<file path="config.mk">
export PLATFORM = sky130hd
export DESIGN_NAME = context_token_lexer_flat
export DESIGN_NICKNAME = d
export VERILOG_FILES = /design/src/clt_pkg.sv /design/src/clt_in_if.sv /design/src/clt_out_if.sv /design/src/clt_core.sv /design/src/clt_out_buf.sv /design/src/context_token_lexer.sv /design/src/flat_wrapper.sv
export SDC_FILE = /design/constraint.sdc
export NUM_CORES = 1
export LEC_CHECK = 0
export BUFFER_PORTS_ARGS = -buffer_cell sky130_fd_sc_hd__buf_2
export CAP_MARGIN = 30
export CORE_UTILIZATION = 40
export DETAILED_ROUTE_END_ITERATION = 10
export HOLD_SLACK_MARGIN = 0.1
export PLACE_DENSITY = 0.66
export SLEW_MARGIN = 0
export SYNTH_ARGS = -nofsm -noshare
export SYNTH_HDL_FRONTEND = slang
export SYNTH_SLANG_ARGS = --single-unit
</file>
<file path="constraint.sdc">
create_clock -name clk -period 6.6 [get_ports clk]
set_input_delay 1.32 -clock clk [delete_from_list [all_inputs] [get_ports clk]]
set_output_delay 1.32 -clock clk [all_outputs]
set_load 0.01 [all_outputs]
</file>
<file path="src/clt_pkg.sv">
// ----------------------------------------------------------------------------
// clt_pkg
// Shared types and constants for the context token lexer.
// ----------------------------------------------------------------------------
`default_nettype none

package clt_pkg;

  localparam int unsigned POS_W = 20;
  localparam int unsigned LEN_W = 16;
  localparam int unsigned KIND_W = 5;

  localparam logic [LEN_W-1:0] LEN_MAX = '1;

  // token kinds
  localparam logic [KIND_W-1:0] KIND_INT       = 5'd0;
  localparam logic [KIND_W-1:0] KIND_ADD       = 5'd1;
  localparam logic [KIND_W-1:0] KIND_MINUS     = 5'd2;
  localparam logic [KIND_W-1:0] KIND_MUL       = 5'd3;
  localparam logic [KIND_W-1:0] KIND_DIV       = 5'd4;
  localparam logic [KIND_W-1:0] KIND_ASSIGN    = 5'd5;
  localparam logic [KIND_W-1:0] KIND_LPAREN    = 5'd6;
  localparam logic [KIND_W-1:0] KIND_RPAREN    = 5'd7;
  localparam logic [KIND_W-1:0] KIND_LBRACE    = 5'd8;
  localparam logic [KIND_W-1:0] KIND_RBRACE    = 5'd9;
  localparam logic [KIND_W-1:0] KIND_SEMI      = 5'd10;
  localparam logic [KIND_W-1:0] KIND_TYPE      = 5'd11;
  localparam logic [KIND_W-1:0] KIND_PROCDECL  = 5'd12;
  localparam logic [KIND_W-1:0] KIND_CALL      = 5'd13;
  localparam logic [KIND_W-1:0] KIND_DECLCHILD = 5'd14;
  localparam logic [KIND_W-1:0] KIND_IDENT_L   = 5'd15;
  localparam logic [KIND_W-1:0] KIND_IDENT_R   = 5'd16;

  typedef struct packed {
    logic [KIND_W-1:0] kind;
    logic [POS_W-1:0]  start;
    logic [LEN_W-1:0]  length;
    logic              run_last;
  } token_t;

  // results of one byte, in order; count is 0 to 2
  typedef struct packed {
    logic [1:0] count;
    token_t     tok0;
    token_t     tok1;
  } step_res_t;

endpackage

`default_nettype wire

</file>
<file path="src/clt_in_if.sv">
// ----------------------------------------------------------------------------
// clt_in_if
// Byte channel into the lexer.
// ----------------------------------------------------------------------------
`default_nettype none

interface clt_in_if;
  logic       valid;
  logic       ready;
  logic [7:0] char_code;
  logic       end_of_text;

  modport source (output valid, output char_code, output end_of_text, input ready);
  modport sink (input valid, input char_code, input end_of_text, output ready);
endinterface

`default_nettype wire

</file>
<file path="src/clt_out_if.sv">
// ----------------------------------------------------------------------------
// clt_out_if
// Token channel out of the lexer.
// ----------------------------------------------------------------------------
`default_nettype none

interface clt_out_if;
  import clt_pkg::*;
  logic              valid;
  logic              ready;
  logic [KIND_W-1:0] token_kind;
  logic [POS_W-1:0]  token_start;
  logic [LEN_W-1:0]  token_length;
  logic              run_last;

  modport source (output valid, output token_kind, output token_start,
                  output token_length, output run_last, input ready);
  modport sink (input valid, input token_kind, input token_start,
                input token_length, input run_last, output ready);
endinterface

`default_nettype wire

</file>
<file path="src/clt_core.sv">
// ----------------------------------------------------------------------------
// clt_core
// Lexer state and the single-pass step logic for one byte.
// ----------------------------------------------------------------------------
`default_nettype none

module clt_core
  import clt_pkg::*;
(
  input  wire logic       clk,
  input  wire logic       rst,
  input  wire logic       take,
  input  wire logic [7:0] char_code,
  input  wire logic       end_of_text,
  output step_res_t       res
);

  localparam logic [1:0] PC_NONE  = 2'd0;
  localparam logic [1:0] PC_INT   = 2'd1;
  localparam logic [1:0] PC_IDENT = 2'd2;

  localparam logic [2:0] KP_START = 3'd0;
  localparam logic [2:0] KP_I     = 3'd1;
  localparam logic [2:0] KP_IN    = 3'd2;
  localparam logic [2:0] KP_INT   = 3'd3;
  localparam logic [2:0] KP_MISS  = 3'd4;

  localparam logic [7:0] CH_LPAREN = 8'h28;
  localparam logic [7:0] CH_RPAREN = 8'h29;
  localparam logic [7:0] CH_MUL    = 8'h2A;
  localparam logic [7:0] CH_ADD    = 8'h2B;
  localparam logic [7:0] CH_MINUS  = 8'h2D;
  localparam logic [7:0] CH_DIV    = 8'h2F;
  localparam logic [7:0] CH_SEMI   = 8'h3B;
  localparam logic [7:0] CH_ASSIGN = 8'h3D;
  localparam logic [7:0] CH_UNDER  = 8'h5F;
  localparam logic [7:0] CH_LBRACE = 8'h7B;
  localparam logic [7:0] CH_RBRACE = 8'h7D;
  localparam logic [7:0] CH_I      = 8'h69;
  localparam logic [7:0] CH_N      = 8'h6E;
  localparam logic [7:0] CH_T      = 8'h74;

  typedef struct packed {
    logic        elv;
    logic        idl;
    logic [15:0] pcount;
  } flags_t;

  typedef struct packed {
    logic [KIND_W-1:0] kind;
    flags_t            f;
  } cls_t;

  function automatic cls_t classify(input logic [1:0] pc, input logic [2:0] kp,
                                    input logic nlp, input flags_t fi);
    cls_t r;
    r.f = fi;
    if (pc == PC_INT) begin
      r.kind = KIND_INT;
    end else if (kp == KP_INT) begin
      r.kind = KIND_TYPE;
      r.f.idl = 1'b1;
      r.f.elv = 1'b1;
    end else if (nlp && fi.idl) begin
      r.kind = KIND_PROCDECL;
      r.f.idl = 1'b0;
    end else if (nlp) begin
      r.kind = KIND_CALL;
      r.f.elv = 1'b0;
      r.f.pcount = '0;
    end else if (fi.elv && fi.idl) begin
      r.kind = KIND_DECLCHILD;
      r.f.elv = 1'b0;
      r.f.idl = 1'b0;
    end else if (fi.elv) begin
      r.kind = KIND_IDENT_L;
      r.f.elv = 1'b0;
    end else begin
      r.kind = KIND_IDENT_R;
    end
    return r;
  endfunction

  logic [1:0]       pending_class, pc_next;
  logic [POS_W-1:0] pending_start, ps_next;
  logic [LEN_W-1:0] pending_length, pl_next;
  logic [2:0]       keyword_progress, kp_next;
  flags_t           flags, flags_next;
  logic [POS_W-1:0] byte_position;

  logic   is_dig, is_let, consumed;
  logic   emit_a, emit_b, emit_c;
  token_t tok_a, tok_b, tok_c;
  cls_t   cls_a, cls_c;
  flags_t flags_a;
  logic [1:0] pc_b;
  logic [POS_W-1:0] ps_b;
  logic [LEN_W-1:0] pl_b;
  logic [2:0] kp_b;

  always_comb begin
    is_dig = (char_code >= 8'h30) && (char_code <= 8'h39);
    is_let = ((char_code >= 8'h61) && (char_code <= 8'h7A)) ||
             ((char_code >= 8'h41) && (char_code <= 8'h5A));
    consumed = ((pending_class == PC_INT) && is_dig) ||
               ((pending_class == PC_IDENT) && (is_let || is_dig || char_code == CH_UNDER));

    // flush of the pending token ahead of this byte
    emit_a  = !consumed && (pending_class != PC_NONE);
    cls_a   = classify(pending_class, keyword_progress, char_code == CH_LPAREN, flags);
    flags_a = emit_a ? cls_a.f : flags;
    tok_a   = '{kind: cls_a.kind, start: pending_start, length: pending_length,
                run_last: 1'b0};

    // pending token and single-character token after this byte
    pc_b = pending_class;
    ps_b = pending_start;
    pl_b = pending_length;
    kp_b = keyword_progress;
    flags_next = flags_a;
    emit_b = 1'b0;
    tok_b = '{kind: KIND_ADD, start: byte_position, length: LEN_W'(1), run_last: 1'b0};
    if (consumed) begin
      if (pending_class == PC_IDENT) begin
        if (keyword_progress == KP_I && char_code == CH_N) begin
          kp_b = KP_IN;
        end else if (keyword_progress == KP_IN && char_code == CH_T) begin
          kp_b = KP_INT;
        end else begin
          kp_b = KP_MISS;
        end
      end
      if (pending_length != LEN_MAX) begin
        pl_b = pending_length + LEN_W'(1);
      end
    end else if (is_dig) begin
      pc_b = PC_INT;
      ps_b = byte_position;
      pl_b = LEN_W'(1);
      kp_b = KP_START;
    end else if (is_let) begin
      pc_b = PC_IDENT;
      ps_b = byte_position;
      pl_b = LEN_W'(1);
      kp_b = (char_code == CH_I) ? KP_I : KP_MISS;
    end else begin
      pc_b = PC_NONE;
      ps_b = '0;
      pl_b = '0;
      kp_b = KP_START;
      case (char_code)
        CH_ADD: begin
          emit_b = 1'b1;
          tok_b.kind = KIND_ADD;
        end
        CH_MINUS: begin
          emit_b = 1'b1;
          tok_b.kind = KIND_MINUS;
        end
        CH_MUL: begin
          emit_b = 1'b1;
          tok_b.kind = KIND_MUL;
        end
        CH_DIV: begin
          emit_b = 1'b1;
          tok_b.kind = KIND_DIV;
        end
        CH_ASSIGN: begin
          emit_b = 1'b1;
          tok_b.kind = KIND_ASSIGN;
        end
        CH_LPAREN: begin
          flags_next.pcount = flags_a.pcount + 16'd1;
          emit_b = (flags_next.pcount != 16'd1);
          tok_b.kind = KIND_LPAREN;
        end
        CH_RPAREN: begin
          flags_next.pcount = flags_a.pcount - 16'd1;
          emit_b = (flags_next.pcount != 16'd0);
          tok_b.kind = KIND_RPAREN;
        end
        CH_LBRACE: begin
          emit_b = 1'b1;
          tok_b.kind = KIND_LBRACE;
        end
        CH_RBRACE: begin
          emit_b = 1'b1;
          tok_b.kind = KIND_RBRACE;
        end
        CH_SEMI: begin
          emit_b = 1'b1;
          tok_b.kind = KIND_SEMI;
          flags_next.elv = 1'b1;
        end
        default: begin
          emit_b = 1'b0;
        end
      endcase
    end

    // end-of-text flush
    emit_c = end_of_text && (pc_b != PC_NONE);
    cls_c  = classify(pc_b, kp_b, 1'b0, flags_next);
    tok_c  = '{kind: cls_c.kind, start: ps_b, length: pl_b, run_last: 1'b0};
    pc_next = pc_b;
    ps_next = ps_b;
    pl_next = pl_b;
    kp_next = kp_b;
    if (emit_c) begin
      flags_next = cls_c.f;
      pc_next = PC_NONE;
      ps_next = '0;
      pl_next = '0;
      kp_next = KP_START;
    end

    // pack results in order; at most two of the three fire
    res.count = 2'({1'b0, emit_a} + {1'b0, emit_b} + {1'b0, emit_c});
    res.tok0 = emit_a ? tok_a : (emit_b ? tok_b : tok_c);
    res.tok1 = (emit_a && emit_b) ? tok_b : tok_c;
    res.tok0.run_last = (res.count == 2'd1);
    res.tok1.run_last = 1'b1;
  end

  always_ff @(posedge clk) begin
    if (rst) begin
      pending_class    <= PC_NONE;
      pending_start    <= '0;
      pending_length   <= '0;
      keyword_progress <= KP_START;
      flags            <= '{elv: 1'b1, idl: 1'b0, pcount: 16'd1};
      byte_position    <= '0;
    end else if (take) begin
      pending_class    <= pc_next;
      pending_start    <= ps_next;
      pending_length   <= pl_next;
      keyword_progress <= kp_next;
      flags            <= flags_next;
      byte_position    <= byte_position + POS_W'(1);
    end
  end

endmodule

`default_nettype wire

</file>
<file path="src/clt_out_buf.sv">
// ----------------------------------------------------------------------------
// clt_out_buf
// Two-slot result register holding the tokens of one byte until taken.
// ----------------------------------------------------------------------------
`default_nettype none

module clt_out_buf
  import clt_pkg::*;
(
  input  wire logic      clk,
  input  wire logic      rst,
  input  wire logic      load,
  input  wire step_res_t res,
  output logic           space,
  clt_out_if.source      tokens
);

  token_t     slot0, slot1;
  logic [1:0] cnt;
  logic       pop;

  assign pop    = tokens.valid && tokens.ready;
  assign space  = (cnt == 2'd0) || ((cnt == 2'd1) && pop);

  assign tokens.valid        = (cnt != 2'd0);
  assign tokens.token_kind   = slot0.kind;
  assign tokens.token_start  = slot0.start;
  assign tokens.token_length = slot0.length;
  assign tokens.run_last     = slot0.run_last;

  always_ff @(posedge clk) begin
    if (rst) begin
      cnt <= 2'd0;
    end else if (load) begin
      cnt <= res.count;
    end else if (pop) begin
      cnt <= cnt - 2'd1;
    end
  end

  always_ff @(posedge clk) begin
    if (load) begin
      slot0 <= res.tok0;
      slot1 <= res.tok1;
    end else if (pop) begin
      slot0 <= slot1;
    end
  end

endmodule

`default_nettype wire

</file>
<file path="src/context_token_lexer.sv">
// ----------------------------------------------------------------------------
// context_token_lexer
// Streaming lexer: one source byte per transfer in, tokens out.
//
//   channel  dir  payload
//   text     in   char_code[7:0], end_of_text
//   tokens   out  token_kind[4:0], token_start[19:0], token_length[15:0], run_last
//
// One byte is taken per cycle while the result register has space; its tokens
// (zero to two) are computed in the same cycle from the lexer state and land in
// a two-slot result register. A byte that gives two tokens holds text.ready low
// while the first token drains. Reset is synchronous and resets all lexer state;
// tokens.ready low stalls the result register and then the input.
// ----------------------------------------------------------------------------
`default_nettype none

module context_token_lexer
  import clt_pkg::*;
(
  input wire logic  clk,
  input wire logic  rst,
  clt_in_if.sink    text,
  clt_out_if.source tokens
);

  step_res_t res;
  logic      space;
  logic      take;

  assign text.ready = space;
  assign take       = text.valid && space;

  clt_core u_core (
    .clk         (clk),
    .rst         (rst),
    .take        (take),
    .char_code   (text.char_code),
    .end_of_text (text.end_of_text),
    .res         (res)
  );

  clt_out_buf u_out_buf (
    .clk    (clk),
    .rst    (rst),
    .load   (take),
    .res    (res),
    .space  (space),
    .tokens (tokens)
  );

  a_pair_first_not_last : assert property (@(posedge clk) disable iff (rst)
    take && (res.count == 2'd2) |=> tokens.valid && !tokens.run_last)
    else $error("first of two tokens flagged as last");

  a_hold_while_pair : assert property (@(posedge clk) disable iff (rst)
    tokens.valid && !tokens.run_last |-> !text.ready)
    else $error("input taken while second token pending");

  a_result_shows : assert property (@(posedge clk) disable iff (rst)
    take && (res.count != 2'd0) |=> tokens.valid)
    else $error("token lost after transfer");

endmodule

`default_nettype wire
</file>
<file path="src/flat_wrapper.sv">
// flat-port wrapper written by rule: the top's interface ports become plain ports
module context_token_lexer_flat import clt_pkg::*;
  (clk, rst, text_valid, text_char_code, text_end_of_text, text_ready, tokens_valid, tokens_token_kind, tokens_token_start, tokens_token_length, tokens_run_last, tokens_ready);
  clt_in_if text_i ();
  clt_out_if tokens_i ();
  input wire logic clk;
  input wire logic rst;
  input wire logic [$bits(text_i.valid)-1:0] text_valid;
  input wire logic [$bits(text_i.char_code)-1:0] text_char_code;
  input wire logic [$bits(text_i.end_of_text)-1:0] text_end_of_text;
  output wire logic [$bits(text_i.ready)-1:0] text_ready;
  output wire logic [$bits(tokens_i.valid)-1:0] tokens_valid;
  output wire logic [$bits(tokens_i.token_kind)-1:0] tokens_token_kind;
  output wire logic [$bits(tokens_i.token_start)-1:0] tokens_token_start;
  output wire logic [$bits(tokens_i.token_length)-1:0] tokens_token_length;
  output wire logic [$bits(tokens_i.run_last)-1:0] tokens_run_last;
  input wire logic [$bits(tokens_i.ready)-1:0] tokens_ready;
  assign text_i.valid = text_valid;
  assign text_i.char_code = text_char_code;
  assign text_i.end_of_text = text_end_of_text;
  assign text_ready = text_i.ready;
  assign tokens_valid = tokens_i.valid;
  assign tokens_token_kind = tokens_i.token_kind;
  assign tokens_token_start = tokens_i.token_start;
  assign tokens_token_length = tokens_i.token_length;
  assign tokens_run_last = tokens_i.run_last;
  assign tokens_i.ready = tokens_ready;
  context_token_lexer u_core (.clk(clk), .rst(rst), .text(text_i), .tokens(tokens_i));
endmodule
</file>
==> summary.md <==
| Metric | Value |
|---|---|
| Num rows | `54` |
| Synth Net Count | `1056` |
| Synth Cell Area | `0.00915 sq mm` |
| CTS max path bufs | `2` |
| Initial Util | `41.4%` |
| Detailed-route DRC error count | `0` |
| Fraction of registers with async set or reset after synthesis | `0%` |
| Slew HR | `a little under two fifths` |
| Max Clock Freq | `just under 200 MHz` |
| Total Routed Length | `roughly 23000 um` |
| Tmin final | `5.09 ns` |
| Final nets | `1058` |
| Final Hold Viols | `0` |
| MaxCap Viol Count | `0` |
| Htree depth | `4` |
| Vias | `7823` |
| Vias/cell | `5.88` |
| Resize count post-CTS | `0` |
| Area contributors post-synth | `edfxtp_1 27%, dfxtp_1 18%, nor2_1 4.8%, nand2_1 4.6%, o21ai_0 3.9%` |
| ANT cells | `0` |
| Routed len/inst | `17.4 um` |
| Sequential share of the synthesized area | `45.0%` |
| CTS buffer count | `17` |
| Area leader, netlist | `edfxtp_1` |
| 1st-iter DRT viols | `828` |
| P per Cell Area | `around 260 mW/mm^2` |
| Final setup viols | `0` |
| Yosys top cell area share | `27.2%` |
| Status | `finished clean` |
| Pin count of the biggest net entering global routing | `82` |
| Pwr Total | `2630 uW` |
| Number of synthesized flops with an enable pin | `83` |
| CP arrival | `5.27 ns` |
| Final instance count without filler cells | `1330` |
| Layout area overhead | `11.0%` |
| Startpoint Class | `primary input` |
| Die width | `roughly 150 um` |
| Filler cell count | `2109` |
| # clock sinks | `164` |
| # port buffers | `56` |
| Full die area | `approximately 0.023 sq mm` |
| Vias in the first global route | `just over 7000` |
| Worst-Skew Late Latency | `around 0.43 ns` |
| First-pass GRT wire length | `38300 um` |
| Clk slew on worst S/H paths | `around 0.070 ns` |
| Share of cells above drive strength 1 | `11.5%` |
| RSZ-0062 raised after global routing | `false` |
| Synth Area per Inst | `8.84 sq um` |
| Hold crit path type | `register to register` |
| Die height | `153 um` |
| Detail Route Antenna Nets | `0` |
| Clock root buffer | `clkbuf_16` |
| Crit-path max FO | `20` |
| Setup CP Type | `primary input to register` |
| GPL Wtd Cong | `0.929` |
| Final clock skew | `roughly 0.017 ns` |
| Drt pass-1 iters | `6` |
| WP data required | `6.77 ns` |
| Initial antenna violation count | `0` |
| Synthesized flop and latch total | `roughly 160` |
| Post-synth top flop | `edfxtp_1` |
| IO Count | `57` |
| Post-Syn Instances | `around 1000` |
| Max-slew violations | `0` |
| Overflow after GRT | `0` |
| Fin crit share | `77.1%` |
| CP Capture Type | `register` |
| Hold-fix buffers, CTS | `0` |
| Leakage power | `0.00357 uW` |
| Dpl hpwl | `~15000 um` |
| Final setup TNS | `0 ns` |
| Post-CTS Repair Setup Buffers | `0` |
| Maximum vdd drop | `0.166 mV` |
| CTS tree | `yes` |
| Ys Warns | `0` |
| Actual slew at the worst max-slew pin | `0.938 ns` |
| Core footprint | `~0.022 sq mm` |
| Post-Place Cells | `1298` |
| Tot GR Track Use | `about 20%` |
| Count of different cell masters after synthesis | `79` |
==> cells by family after synthesis <==
| kind of cell | count (synthesis) | synth area share [%] |
|---|---|---|
| AND/OR/NAND/NOR | 417 | 22.8 |
| AO/OA/AOI/OAI | 285 | 20.9 |
| flip-flops | 164 | 45.0 |
| buffers and inverters | 106 | 4.79 |
| XOR/XNOR | 44 | 4.21 |
| multiplexers | 11 | 1.23 |
| adder cells (fa/ha/maj) | 8 | 1.18 |
==> critical path, cell delays in order <==
cell	delay (ns)
buf_2	0.21
nor4b_2	0.56
nand4_4	0.35
nand2_1	0.22
ha_1	0.15
nor4b_1	0.23
nand4_1	0.12
or4_1	0.40
nor4_1	0.27
a31oi_1	0.13
or3_4	0.52
a21o_1	0.47
a22o_1	0.29
==> path summary, 6_finish.rpt <==
check	start	end	slack (ns)	depth (start not counted)
setup / recovery	text_char_code[1]	u_core.u_out_buf.slot1[18]$_DFFE_PP_	1.51	13
hold / removal	u_core.u_out_buf.slot1[13]$_SDFFCE_PP0P_	u_core.u_out_buf.tokens.token_length[12]$_DFFE_PP_	0.52	2
setup reg to reg	u_core.u_core.pending_class[1]$_SDFFE_PP0P_	u_core.u_out_buf.slot1[18]$_DFFE_PP_	2.21	12
hold reg to reg	u_core.u_out_buf.slot1[13]$_SDFFCE_PP0P_	u_core.u_out_buf.tokens.token_length[12]$_DFFE_PP_	0.52	2
==> layout make-up <==
cell class                 count  area [sq um]  area share (%)
multi-input combinational    765          4610            45.4
timing repair buffer          68           383            3.77
tap                          280           350            3.45
sequential                   164          4110            40.5
inverter                      21          80.1           0.788
clock buffer                  19           454            4.47
clock inverter                13           161            1.59
==> cell usage after synthesis, types with 7 or more instances <==
library cell and instances:
xnor2_1 25, dfxtp_1 81, mux2i_1 9, a221o_1 23, nand2b_1 9, buf_1 8, o22ai_1 10, o21ai_0 71
nand4_1 21, and3_1 23, inv_1 21, a22o_1 21, nor4_1 13, nand2_1 111, a22oi_1 41, xor2_1 19
nand3_1 29, edfxtp_1 83, nor2b_1 10, ha_1 7, a21oi_1 66, nor2_1 118, clkbuf_1 67, nor3_1 30
or3_1 10
==> state kept, by name (all words and copies together) (netlist names), 3 cells and up <==
| signal | cells |
|---|---|
| u_core.u_out_buf.tokens.token_length | 16 |
| u_core.u_core.pending_length | 16 |
| u_core.u_core.flags | 18 |
| u_core.u_core.pending_start | 20 |
| u_core.u_out_buf.tokens.token_kind | 5 |
| u_core.u_out_buf.tokens.token_start | 20 |
| u_core.u_out_buf.slot1 | 41 |
| u_core.u_core.byte_position | 20 |
| u_core.u_core.keyword_progress | 3 |
==> power by group <==
part	switching (uW)	leakage [uW]	internal [uW]	total [uW]
registers	47.7	0.00148	1180	1220
clock network	441	0.000304	593	1030
logic	242	0.00178	126	369
total	731	0.00357	1900	2630
==> per-stage QoR <==
step	hold slack [ns]	setup slack, ns	utilization (%)	cell area (sq um)
global route	0.543	1.28	46.0	10200
CTS	0.523	1.56	46.0	10200
global placement	0.505	1.17	43.1	9520
floorplan	0.481	1.58	-	9150
finish	0.518	1.51	46.0	10200
detailed placement	0.513	1.09	43.2	9540
==> routing by layer <==
| layer | vias up | global-route usage (%) | routed length [um] |
|---|---|---|---|
| met5 | - | 0 | 0 |
| met4 | 0 | 6.35 | 344 |
| met3 | 29 | 3.63 | 1390 |
| met2 | 262 | 32.8 | 10800 |
| met1 | 3696 | 27.4 | 10600 |
| li1 | 3836 | - | - |
==> cell usage in the layout, fill, tap and decap left out, types with 23 or more instances in the layout <==
cell type and n:
nor2_1 118, nand2_1 109, edfxtp_1 83, dfxtp_1 81, o21ai_0 71, a21oi_1 66, buf_2 56, a22oi_1 41
nor3_1 30, nand3_1 29, xnor2_1 25, and3_1 23, a221o_1 23
(Power assumes the default switching activity.)
